<file path="src/rtl/core/rmds_pkg.sv">
// ----------------------------------------------------------------------------
// rmds_pkg
// Types, constants and small helpers for the rumble motor drive scaler.
// ----------------------------------------------------------------------------
package rmds_pkg;

   localparam int CSR_IDX_W  = 2;
   localparam int CSR_DATA_W = 8;
   localparam int DRIVE_W    = 7;
   localparam int LEVEL_W    = 16;
   localparam int POS_W      = 10;

   // shared multiply-add unit: prod = a * b + c
   localparam int MUL_A_W = 17;
   localparam int MUL_B_W = 13;
   localparam int MUL_C_W = 15;
   localparam int PROD_W  = 31;

   localparam logic [6:0]  PCT_FULL     = 7'd100;
   localparam logic [12:0] RECIP_100    = 13'd5243;   // x/100 = (x*5243) >> 19
   localparam logic [12:0] RECIP_1023   = 13'd1025;   // x/1023 ~ (x*1025) >> 20
   localparam logic [14:0] ROUND_1023   = 15'd511;
   localparam logic [14:0] ROUND_65535  = 15'd32767;
   localparam logic [7:0]  PULSE_SUSTAIN = 8'hFF;
   localparam logic [7:0]  PULSE_LOOPS   = 8'hEB;

   typedef enum logic [CSR_IDX_W-1:0] {
      CSR_MAIN_ATT  = 2'd0,
      CSR_TRIG_ATT  = 2'd1,
      CSR_TRIG_MODE = 2'd2,
      CSR_QUIRKS    = 2'd3
   } csr_index_type;

   localparam logic [1:0] TRIG_MODE_OFF = 2'd2;

   // quirk flag bit positions
   localparam int QK_NO_PULSE = 0;
   localparam int QK_NO_TRIG  = 1;
   localparam int QK_NO_MASK  = 2;
   localparam int QK_REVERSE  = 3;
   localparam int QK_SWAP     = 4;
   localparam int QUIRK_W     = 5;

   localparam int MASK_STRONG = 3;
   localparam int MASK_WEAK   = 2;
   localparam int MASK_LEFT   = 1;
   localparam int MASK_RIGHT  = 0;

   typedef struct packed {
      logic [LEVEL_W-1:0] weak_level;
      logic [LEVEL_W-1:0] strong_level;
      logic               play;
      logic [POS_W-1:0]   left_trigger_position;
      logic [POS_W-1:0]   right_trigger_position;
   } req_item_type;

   typedef struct packed {
      logic [3:0]         motor_enable_mask;
      logic [DRIVE_W-1:0] strong_drive;
      logic [DRIVE_W-1:0] weak_drive;
      logic [DRIVE_W-1:0] left_trigger_drive;
      logic [DRIVE_W-1:0] right_trigger_drive;
      logic [7:0]         pulse_sustain;
      logic [7:0]         pulse_loops;
   } rsp_item_type;

   typedef struct packed {
      logic [DRIVE_W-1:0] strong_drv;
      logic [DRIVE_W-1:0] weak_drv;
      logic [DRIVE_W-1:0] left;
      logic [DRIVE_W-1:0] right;
   } drive_set_type;

   typedef struct packed {
      logic               en;
      logic [MUL_A_W-1:0] a;
      logic [MUL_B_W-1:0] b;
      logic [MUL_C_W-1:0] c;
   } mul_op_type;

   function automatic logic [DRIVE_W-1:0] percent_of(input logic [CSR_DATA_W-1:0] att);
      logic [CSR_DATA_W-1:0] diff;
      diff = {1'b0, PCT_FULL} - att;
      return (att >= {1'b0, PCT_FULL}) ? '0 : diff[DRIVE_W-1:0];
   endfunction

   // prod = num * 1025; the estimate is exact or one low
   function automatic logic [DRIVE_W-1:0] div1023_fix(input logic [PROD_W-1:0]  prod,
                                                      input logic [MUL_A_W-1:0] num);
      logic [DRIVE_W-1:0] q0;
      logic [7:0]         q1;
      logic [17:0]        lim;
      q0  = prod[26:20];
      q1  = {1'b0, q0} + 8'd1;
      lim = {q1, 10'b0} - 18'(q1);
      return ({1'b0, num} >= lim) ? q1[DRIVE_W-1:0] : q0;
   endfunction

   // x / 65535 for x well below 2^32: x >> 16, one low at most
   function automatic logic [DRIVE_W-1:0] div65535_fix(input logic [PROD_W-1:0] x);
      logic [DRIVE_W-1:0] q0;
      logic [7:0]         q1;
      logic [23:0]        lim;
      q0  = x[22:16];
      q1  = {1'b0, q0} + 8'd1;
      lim = {q1, 16'b0} - 24'(q1);
      return (x[23:0] >= lim) ? q1[DRIVE_W-1:0] : q0;
   endfunction

endpackage

</file>
<file path="src/rtl/core/rmds_mul.sv">
// ----------------------------------------------------------------------------
// rmds_mul
// Shared multiply-add unit, one registered product per enabled cycle.
// ----------------------------------------------------------------------------
module rmds_mul (
   input  logic                       clock,
   input  rmds_pkg::mul_op_type       op,
   output logic [rmds_pkg::PROD_W-1:0] prod
);

   logic [rmds_pkg::PROD_W-1:0] prod_ff;
   logic [rmds_pkg::PROD_W-1:0] prod_in;

   assign prod_in = rmds_pkg::PROD_W'(op.a) * rmds_pkg::PROD_W'(op.b)
                  + rmds_pkg::PROD_W'(op.c);

   always_ff @(posedge clock) begin
      if (op.en) begin
         prod_ff <= prod_in;
      end
   end

   assign prod = prod_ff;

endmodule

</file>
<file path="src/rtl/core/rmds_mask.sv">
// ----------------------------------------------------------------------------
// rmds_mask
// Change detection against the shadows and quirk rewrites of the enable mask.
// ----------------------------------------------------------------------------
module rmds_mask (
   input  rmds_pkg::drive_set_type              drv,
   input  rmds_pkg::drive_set_type              shadow,
   input  logic [rmds_pkg::QUIRK_W-1:0]         quirks,
   output logic                                 changed,
   output rmds_pkg::rsp_item_type               item
);

   logic [3:0] chg;
   logic [3:0] m_base;
   logic [3:0] m_rev;
   logic [3:0] m_swap;
   logic       no_trig;

   assign no_trig = quirks[rmds_pkg::QK_NO_TRIG];

   always_comb begin
      chg                        = '0;
      chg[rmds_pkg::MASK_STRONG] = (drv.strong_drv != shadow.strong_drv);
      chg[rmds_pkg::MASK_WEAK]   = (drv.weak_drv != shadow.weak_drv);
      chg[rmds_pkg::MASK_LEFT]   = !no_trig && (drv.left != shadow.left);
      chg[rmds_pkg::MASK_RIGHT]  = !no_trig && (drv.right != shadow.right);
   end

   assign changed = |chg;

   // reverse swaps 1<->2 and 0<->3 (a bit reversal); swap does 0<->2, 1<->3
   assign m_base = quirks[rmds_pkg::QK_NO_MASK] ? 4'hF : chg;
   assign m_rev  = quirks[rmds_pkg::QK_REVERSE]
                 ? {m_base[0], m_base[1], m_base[2], m_base[3]} : m_base;
   assign m_swap = quirks[rmds_pkg::QK_SWAP]
                 ? {m_rev[1], m_rev[0], m_rev[3], m_rev[2]} : m_rev;

   always_comb begin
      item.motor_enable_mask   = m_swap;
      item.strong_drive        = drv.strong_drv;
      item.weak_drive          = drv.weak_drv;
      item.left_trigger_drive  = no_trig ? '0 : drv.left;
      item.right_trigger_drive = no_trig ? '0 : drv.right;
      item.pulse_sustain       = quirks[rmds_pkg::QK_NO_PULSE] ? '0 : rmds_pkg::PULSE_SUSTAIN;
      item.pulse_loops         = quirks[rmds_pkg::QK_NO_PULSE] ? '0 : rmds_pkg::PULSE_LOOPS;
   end

endmodule

</file>
<file path="src/rtl/core/rumble_motor_drive_scaler_top.sv">
// Flow: the idle state takes one request item, the shared multiply-add unit runs
//   10 products, the last drive is captured, and a compare step loads the result
//   if the drives changed, waiting for a free result slot; a new request item is taken only back in idle.
// The result register frees the input side while a result waits to be taken.
// Reset (synchronous, active high) clears the configuration registers, the
//   shadows and the result valid flag; no clearing pass is needed.
// ----------------------------------------------------------------------------
// rumble_motor_drive_scaler_top
// Scales one playback item into four motor drives and a change/enable mask.
// ----------------------------------------------------------------------------
module rumble_motor_drive_scaler_top (
   input  logic                                clock,
   input  logic                                reset,
   input  logic                                req_valid,
   output logic                                req_ready,
   input  rmds_pkg::req_item_type              req_data,
   output logic                                rsp_valid,
   input  logic                                rsp_ready,
   output rmds_pkg::rsp_item_type              rsp_data,
   input  logic                                csr_write_en,
   input  logic [rmds_pkg::CSR_IDX_W-1:0]      csr_index,
   input  logic [rmds_pkg::CSR_DATA_W-1:0]     csr_wdata
);

   typedef enum logic [12:0] {
      ST_IDLE    = 13'b0000000000001,
      ST_PT_MUL  = 13'b0000000000010,
      ST_PT_DIV  = 13'b0000000000100,
      ST_FL_MUL  = 13'b0000000001000,
      ST_FL_DIV  = 13'b0000000010000,
      ST_FL_FIX  = 13'b0000000100000,
      ST_FR_DIV  = 13'b0000001000000,
      ST_FR_FIX  = 13'b0000010000000,
      ST_D_WEAK  = 13'b0000100000000,
      ST_D_LEFT  = 13'b0001000000000,
      ST_D_RIGHT = 13'b0010000000000,
      ST_D_LAST  = 13'b0100000000000,
      ST_DECIDE  = 13'b1000000000000
   } state_type;

   state_type state_ff, state_in;

   logic [7:0]                        main_att_ff;
   logic [7:0]                        trig_att_ff;
   logic [1:0]                        trig_mode_ff;
   logic [rmds_pkg::QUIRK_W-1:0]      quirk_ff;

   logic [rmds_pkg::LEVEL_W-1:0]      weak_ff, strong_ff, max_ff;
   logic [rmds_pkg::POS_W-1:0]        pos_l_ff, pos_r_ff;
   logic [rmds_pkg::DRIVE_W-1:0]      ptrig_ff;
   logic [rmds_pkg::MUL_A_W-1:0]      num_ff;
   logic [rmds_pkg::DRIVE_W-1:0]      frac_l_ff, frac_r_ff;
   rmds_pkg::drive_set_type           drv_ff;
   rmds_pkg::drive_set_type           shadow_ff;
   logic                              rsp_valid_ff;
   rmds_pkg::rsp_item_type            rsp_data_ff;

   logic [rmds_pkg::DRIVE_W-1:0]      p_main;
   logic [rmds_pkg::DRIVE_W-1:0]      p_trig_raw;
   logic [rmds_pkg::DRIVE_W-1:0]      ptrig_now;
   logic [rmds_pkg::DRIVE_W-1:0]      frac_now;
   logic [rmds_pkg::DRIVE_W-1:0]      drive_now;
   logic [rmds_pkg::LEVEL_W-1:0]      weak_gated, strong_gated;
   logic [rmds_pkg::PROD_W-1:0]       prod;
   rmds_pkg::mul_op_type              mul_op;
   rmds_pkg::rsp_item_type            item;
   logic                              changed;
   logic                              accept;
   logic                              load;

   assign p_main     = rmds_pkg::percent_of(main_att_ff);
   assign p_trig_raw = rmds_pkg::percent_of(trig_att_ff);
   assign ptrig_now  = prod[25:19];
   assign frac_now   = (trig_mode_ff == rmds_pkg::TRIG_MODE_OFF)
                     ? '0 : rmds_pkg::div1023_fix(prod, num_ff);
   assign drive_now  = rmds_pkg::div65535_fix(prod);

   assign weak_gated   = req_data.play ? req_data.weak_level : '0;
   assign strong_gated = req_data.play ? req_data.strong_level : '0;

   assign req_ready = (state_ff == ST_IDLE);
   assign accept    = req_valid && req_ready;
   assign load      = (state_ff == ST_DECIDE) && changed && (!rsp_valid_ff || rsp_ready);

   // operand select for the shared multiply-add
   always_comb begin
      mul_op = '0;
      unique case (state_ff)
         ST_PT_MUL: begin
            mul_op.en = 1'b1;
            mul_op.a  = rmds_pkg::MUL_A_W'(p_trig_raw);
            mul_op.b  = rmds_pkg::MUL_B_W'(p_main);
         end
         ST_PT_DIV: begin
            mul_op.en = 1'b1;
            mul_op.a  = rmds_pkg::MUL_A_W'(prod[13:0]);
            mul_op.b  = rmds_pkg::RECIP_100;
         end
         ST_FL_MUL: begin
            mul_op.en = 1'b1;
            mul_op.a  = rmds_pkg::MUL_A_W'(pos_l_ff);
            mul_op.b  = rmds_pkg::MUL_B_W'(ptrig_now);
            mul_op.c  = rmds_pkg::ROUND_1023;
         end
         ST_FL_DIV, ST_FR_DIV: begin
            mul_op.en = 1'b1;
            mul_op.a  = prod[rmds_pkg::MUL_A_W-1:0];
            mul_op.b  = rmds_pkg::RECIP_1023;
         end
         ST_FL_FIX: begin
            mul_op.en = 1'b1;
            mul_op.a  = rmds_pkg::MUL_A_W'(pos_r_ff);
            mul_op.b  = rmds_pkg::MUL_B_W'(ptrig_ff);
            mul_op.c  = rmds_pkg::ROUND_1023;
         end
         ST_FR_FIX: begin
            mul_op.en = 1'b1;
            mul_op.a  = rmds_pkg::MUL_A_W'(strong_ff);
            mul_op.b  = rmds_pkg::MUL_B_W'(p_main);
            mul_op.c  = rmds_pkg::ROUND_65535;
         end
         ST_D_WEAK: begin
            mul_op.en = 1'b1;
            mul_op.a  = rmds_pkg::MUL_A_W'(weak_ff);
            mul_op.b  = rmds_pkg::MUL_B_W'(p_main);
            mul_op.c  = rmds_pkg::ROUND_65535;
         end
         ST_D_LEFT: begin
            mul_op.en = 1'b1;
            mul_op.a  = rmds_pkg::MUL_A_W'(max_ff);
            mul_op.b  = rmds_pkg::MUL_B_W'(frac_l_ff);
            mul_op.c  = rmds_pkg::ROUND_65535;
         end
         ST_D_RIGHT: begin
            mul_op.en = 1'b1;
            mul_op.a  = rmds_pkg::MUL_A_W'(max_ff);
            mul_op.b  = rmds_pkg::MUL_B_W'(frac_r_ff);
            mul_op.c  = rmds_pkg::ROUND_65535;
         end
         default: begin
            mul_op = '0;
         end
      endcase
   end

   always_comb begin
      state_in = state_ff;
      unique case (state_ff)
         ST_IDLE:    if (accept) state_in = ST_PT_MUL;
         ST_PT_MUL:  state_in = ST_PT_DIV;
         ST_PT_DIV:  state_in = ST_FL_MUL;
         ST_FL_MUL:  state_in = ST_FL_DIV;
         ST_FL_DIV:  state_in = ST_FL_FIX;
         ST_FL_FIX:  state_in = ST_FR_DIV;
         ST_FR_DIV:  state_in = ST_FR_FIX;
         ST_FR_FIX:  state_in = ST_D_WEAK;
         ST_D_WEAK:  state_in = ST_D_LEFT;
         ST_D_LEFT:  state_in = ST_D_RIGHT;
         ST_D_RIGHT: state_in = ST_D_LAST;
         ST_D_LAST:  state_in = ST_DECIDE;
         ST_DECIDE: begin
            // no change: drop the item; otherwise wait for a free result slot
            if (!changed || load) state_in = ST_IDLE;
         end
         default:    state_in = ST_IDLE;
      endcase
   end

   rmds_mul u_mul (
      .clock (clock),
      .op    (mul_op),
      .prod  (prod)
   );

   rmds_mask u_mask (
      .drv     (drv_ff),
      .shadow  (shadow_ff),
      .quirks  (quirk_ff),
      .changed (changed),
      .item    (item)
   );

   // control state and configuration
   always_ff @(posedge clock) begin
      if (reset) begin
         state_ff     <= ST_IDLE;
         main_att_ff  <= '0;
         trig_att_ff  <= '0;
         trig_mode_ff <= '0;
         quirk_ff     <= '0;
         shadow_ff    <= '0;
         rsp_valid_ff <= 1'b0;
      end else begin
         state_ff <= state_in;
         if (csr_write_en) begin
            unique case (csr_index)
               rmds_pkg::CSR_MAIN_ATT:  main_att_ff  <= csr_wdata;
               rmds_pkg::CSR_TRIG_ATT:  trig_att_ff  <= csr_wdata;
               rmds_pkg::CSR_TRIG_MODE: trig_mode_ff <= csr_wdata[1:0];
               rmds_pkg::CSR_QUIRKS:    quirk_ff     <= csr_wdata[rmds_pkg::QUIRK_W-1:0];
               default: ;
            endcase
         end
         if (load) begin
            shadow_ff    <= drv_ff;
            rsp_valid_ff <= 1'b1;
         end else if (rsp_ready) begin
            rsp_valid_ff <= 1'b0;
         end
      end
   end

   // datapath
   always_ff @(posedge clock) begin
      if (accept) begin
         weak_ff   <= weak_gated;
         strong_ff <= strong_gated;
         max_ff    <= (weak_gated > strong_gated) ? weak_gated : strong_gated;
         pos_l_ff  <= req_data.left_trigger_position;
         pos_r_ff  <= req_data.right_trigger_position;
      end
      if (state_ff == ST_FL_MUL) ptrig_ff <= ptrig_now;
      if (state_ff == ST_FL_DIV || state_ff == ST_FR_DIV) begin
         num_ff <= prod[rmds_pkg::MUL_A_W-1:0];
      end
      if (state_ff == ST_FL_FIX)  frac_l_ff       <= frac_now;
      if (state_ff == ST_FR_FIX)  frac_r_ff       <= frac_now;
      if (state_ff == ST_D_WEAK)  drv_ff.strong_drv <= drive_now;
      if (state_ff == ST_D_LEFT)  drv_ff.weak_drv <= drive_now;
      if (state_ff == ST_D_RIGHT) drv_ff.left     <= drive_now;
      if (state_ff == ST_D_LAST)  drv_ff.right    <= drive_now;
      if (load)                   rsp_data_ff     <= item;
   end

   assign rsp_valid = rsp_valid_ff;
   assign rsp_data  = rsp_data_ff;

   // a new result only comes out of the compare step
   a_load_from_decide: assert property (@(posedge clock) disable iff (reset)
      $rose(rsp_valid_ff) |-> $past(state_ff == ST_DECIDE))
      else $error("result loaded outside compare step");

   // shadows move only together with a result load
   a_shadow_on_load: assert property (@(posedge clock) disable iff (reset)
      (!$past(reset) && !$stable(shadow_ff)) |-> $past(load))
      else $error("shadow update without a result");

   // scaled fractions stay within percent range
   a_frac_range: assert property (@(posedge clock) disable iff (reset)
      (state_ff == ST_D_WEAK) |-> (frac_l_ff <= rmds_pkg::PCT_FULL &&
                                   frac_r_ff <= rmds_pkg::PCT_FULL))
      else $error("trigger fraction above 100");

   // drives leaving the block are percentages
   a_drive_range: assert property (@(posedge clock) disable iff (reset)
      rsp_valid_ff |-> (rsp_data_ff.strong_drive <= rmds_pkg::PCT_FULL &&
                        rsp_data_ff.weak_drive <= rmds_pkg::PCT_FULL &&
                        rsp_data_ff.left_trigger_drive <= rmds_pkg::PCT_FULL &&
                        rsp_data_ff.right_trigger_drive <= rmds_pkg::PCT_FULL))
      else $error("drive above 100");

endmodule
</file>
<file path="config.mk">
export PLATFORM = sky130hd
export DESIGN_NAME = rumble_motor_drive_scaler_top
export DESIGN_NICKNAME = d
export VERILOG_FILES = /design/src/rtl/core/rmds_pkg.sv /design/src/rtl/core/rmds_mul.sv /design/src/rtl/core/rmds_mask.sv /design/src/rtl/core/rumble_motor_drive_scaler_top.sv
export SDC_FILE = /design/constraint.sdc
export NUM_CORES = 1
export LEC_CHECK = 0
export BUFFER_PORTS_ARGS = -buffer_cell sky130_fd_sc_hd__buf_4
export CORE_ASPECT_RATIO = 0.6
export CORE_MARGIN = 2
export CORE_UTILIZATION = 30
export CTS_CLUSTER_SIZE = 40
export DETAILED_ROUTE_END_ITERATION = 7
export GPL_TIMING_DRIVEN = 0
export PLACE_DENSITY_LB_ADDON = 0.12
export SYNTH_ARGS = -nofsm -noshare
export SYNTH_HDL_FRONTEND = slang
export SYNTH_HIERARCHICAL = 1
export SYNTH_SLANG_ARGS = --single-unit
</file>
<file path="constraint.sdc">
create_clock -name clock -period 10.1 [get_ports clock]
set_input_delay 1.01 -clock clock [delete_from_list [all_inputs] [get_ports clock]]
set_output_delay 1.01 -clock clock [all_outputs]
set_load 0.02 [all_outputs]
</file>
==> results.cfg <==
[outcome]
outcome = completed

[worst_setup_path]
critical_path.max_fanout = 10
r2r-end = u_mul/prod[25]$_DFFE_PP_
critical_path.endpoint_type = flip-flop
worst-setup-path-type = reg -> reg
ff_to_ff_start = state_ff[7]$_SDFFE_PP0P_
rrSetupSlack_ps = 650
critPathMaxStageDelay_ps = 700
arrival_ps = 9770
cp_common_cell = sky130_fd_sc_hd__fa_1
critical-path-slowest-cell = sky130_fd_sc_hd__clkbuf_1
required_ps = 10410
rr_worst_depth = 26
setup.worst_path.start_class = flip-flop

[placement]
place.gp.congestion = 0.875
placement.cell_area_um2 = 22900
dp_cells = 3034
buffer_ports.inserted = 116
hpwl_um = 51700

[timing]
max_slew_violation_count = 0
rsz_0062_raised_after_global_routing = no
max-slew-margin-rel = 0.174
tightestPinTransition_ps = 1230
finalHoldViolCount = 0
finalCritPeriodShare = 0.936
sum_of_negative_setup_slack_ps = 0
timing.clock.skew_ps = 26.1
finalCriticalPeriod_ps = 9450
timing.final.setup_violations = 0
achievable-frequency_mhz = 106

[power_and_ir_drop]
power_per_cell_area_nw_per_um2 = 103
p_leak_nw = 10.3
vdd_drop_max_v = 0.0000982

[clock_network]
cts-buffers-inserted = 27
hold_buffers_post_cts = 0
ctsResizeCount = 0
setup_fix_buffers_added_after_clock_tree_synthesis = 0
cts.htree.levels = 1
num_clock_sinks = 274
clockBufferDepth = 3
cts_root_buf = sky130_fd_sc_hd__clkbuf_16
clock_pin_transition_on_the_worst_setup_and_hold_timing_paths_ps = 70
clk_latency_ps = 590
tritoncts = yes

[flow_run]
maxCapViolCount = 0

[floorplanning]
die_area_um2 = 71100
die_span_x_um = 343
core_um2 = 68100
die_y_um = 207
starting_density = 0.304
core.rowCount = 74
ios = 118

[grt]
first_pass_grt_wire_length_um = 95600
grt_use_total = 0.179
grt_pass1_vias = 14700
antenna_found_initial = 5
globalRouteOverflowTotal = 0
grt_start_max_net_pins = 69

[detailed_routing]
detail_route.iter0.violations = 1297
via_count = 14900
detail_route.vias_per_cell = 4.84
remaining_drc_errors = 0
drtAntennaViolNets = 0
wirelength_um = 63700
routedWlPerCell_um = 20.6
drt_first_pass_iters = 5

[layout]
num-nets-final = 2542
drive_gt1_frac = 0.130
synthesis_to_layout_area_growth_pct = 14.8
post_layout_nonfiller_instances = 3088
final_area_um2 = 23700

[hold_path]
origin_of_the_worst_min_delay_path = u_mul/prod[25]$_DFFE_PP_
hold_path.class = reg -> reg
hold_path_end = ptrig_ff[6]$_DFFE_PN_
worst_hold_path.num_cells = 0

[synthesis]
netlist_instances = 1971
synthesis.area_per_instance_um2 = 10.5
synth.cell_area_um2 = 20700
yosys_warnings = 6
[power by group]
group | total (mW) | internal [mW] | leakage [nW] | switching, mW
sequential | 1.26 | 1.25 | 2.44 | 0.0171
clock | 0.991 | 0.529 | 0.408 | 0.462
combinational | 0.203 | 0.0776 | 7.44 | 0.125
[registers in the layout (all words and copies together), names as in the netlist, 8 cells and up]
signal / flops
drv_ff: 28
main_att_ff: 8
max_ff: 16
num_ff: 17
pos_l_ff: 10
pos_r_ff: 10
rsp_data: 48
shadow_ff: 28
state_ff: 13
strong_ff: 16
trig_att_ff: 8
u_mul/prod: 27
weak_ff: 16
[cells in the final DEF (no fill, tap or decap), drive strengths merged, types with 22 or more instances in the layout]
cell type and instances:
edfxtp 209, dfxtp 65, nor2b 27, conb 33
nand2 253, xnor2 58, buf 180, nor3 27
o21ai 43, inv 244, ha 147, fa 175
nand3 39, and2 117, nor2 66, nand4 22
a21oi 88, mux2i 24, clkbuf 88, xor2 30
a22oi 27
[worst max path at each step]
stage / slack [ps] / start / to
after floorplan: 2600 / state_ff[9]$_SDFFE_PP0P_ / u_mul/prod[26]$_DFFE_PP_
after global placement: 110 / state_ff[7]$_SDFFE_PP0P_ / u_mul/prod[24]$_DFFE_PP_
after detailed placement: 690 / state_ff[9]$_SDFFE_PP0P_ / u_mul/prod[25]$_DFFE_PP_
after CTS: 610 / state_ff[9]$_SDFFE_PP0P_ / u_mul/prod[25]$_DFFE_PP_
after global routing: 70 / state_ff[7]$_SDFFE_PP0P_ / u_mul/prod[25]$_DFFE_PP_
final: 650 / state_ff[7]$_SDFFE_PP0P_ / u_mul/prod[25]$_DFFE_PP_
[critical path: cells and delay by family, from the launching register on]
| kind | cells | cell delay (ps) |
|---|---|---|
| compound gates | 7 | 1950 |
| xor+xnor | 1 | 80 |
| fa+ha+maj | 7 | 3470 |
| buf+inv | 6 | 1690 |
| flops | 1 | 390 |
| simple gates | 5 | 1590 |
[through the flow]
step | hold slack, ps | worst slack [ps] | power [mW] | utilization
global placement | 435 | 110 | 1.48 | 0.335
finish | 449 | 647 | 2.46 | 0.348
detailed placement | 430 | 691 | 1.49 | 0.336
global route | 465 | 68.3 | 2.55 | 0.348
floorplan | 421 | 2600 | 1.40 | -
CTS | 445 | 613 | 2.48 | 0.348
[routing by layer]
layer	routed length, um	up-vias	share of wire	track usage
met5	0	-	0	0
met4	569	0	0.0089	0.0185
met3	6160	39	0.097	0.0495
met2	23300	479	0.37	0.224
met1	33700	7434	0.53	0.301
li1	-	6981	-	-
[area by class of cell]
class	instances	area, um^2
diodes	3	7.51
clock buffers	33	708
fillers	6916	44400
clock inverters	17	130
flip-flops and latches	274	7580
repair buffers	121	943
multi-input cells	1372	11700
well taps	912	1140
plain buffers	114	614
inverters	242	908
(Power assumes the default switching activity.)
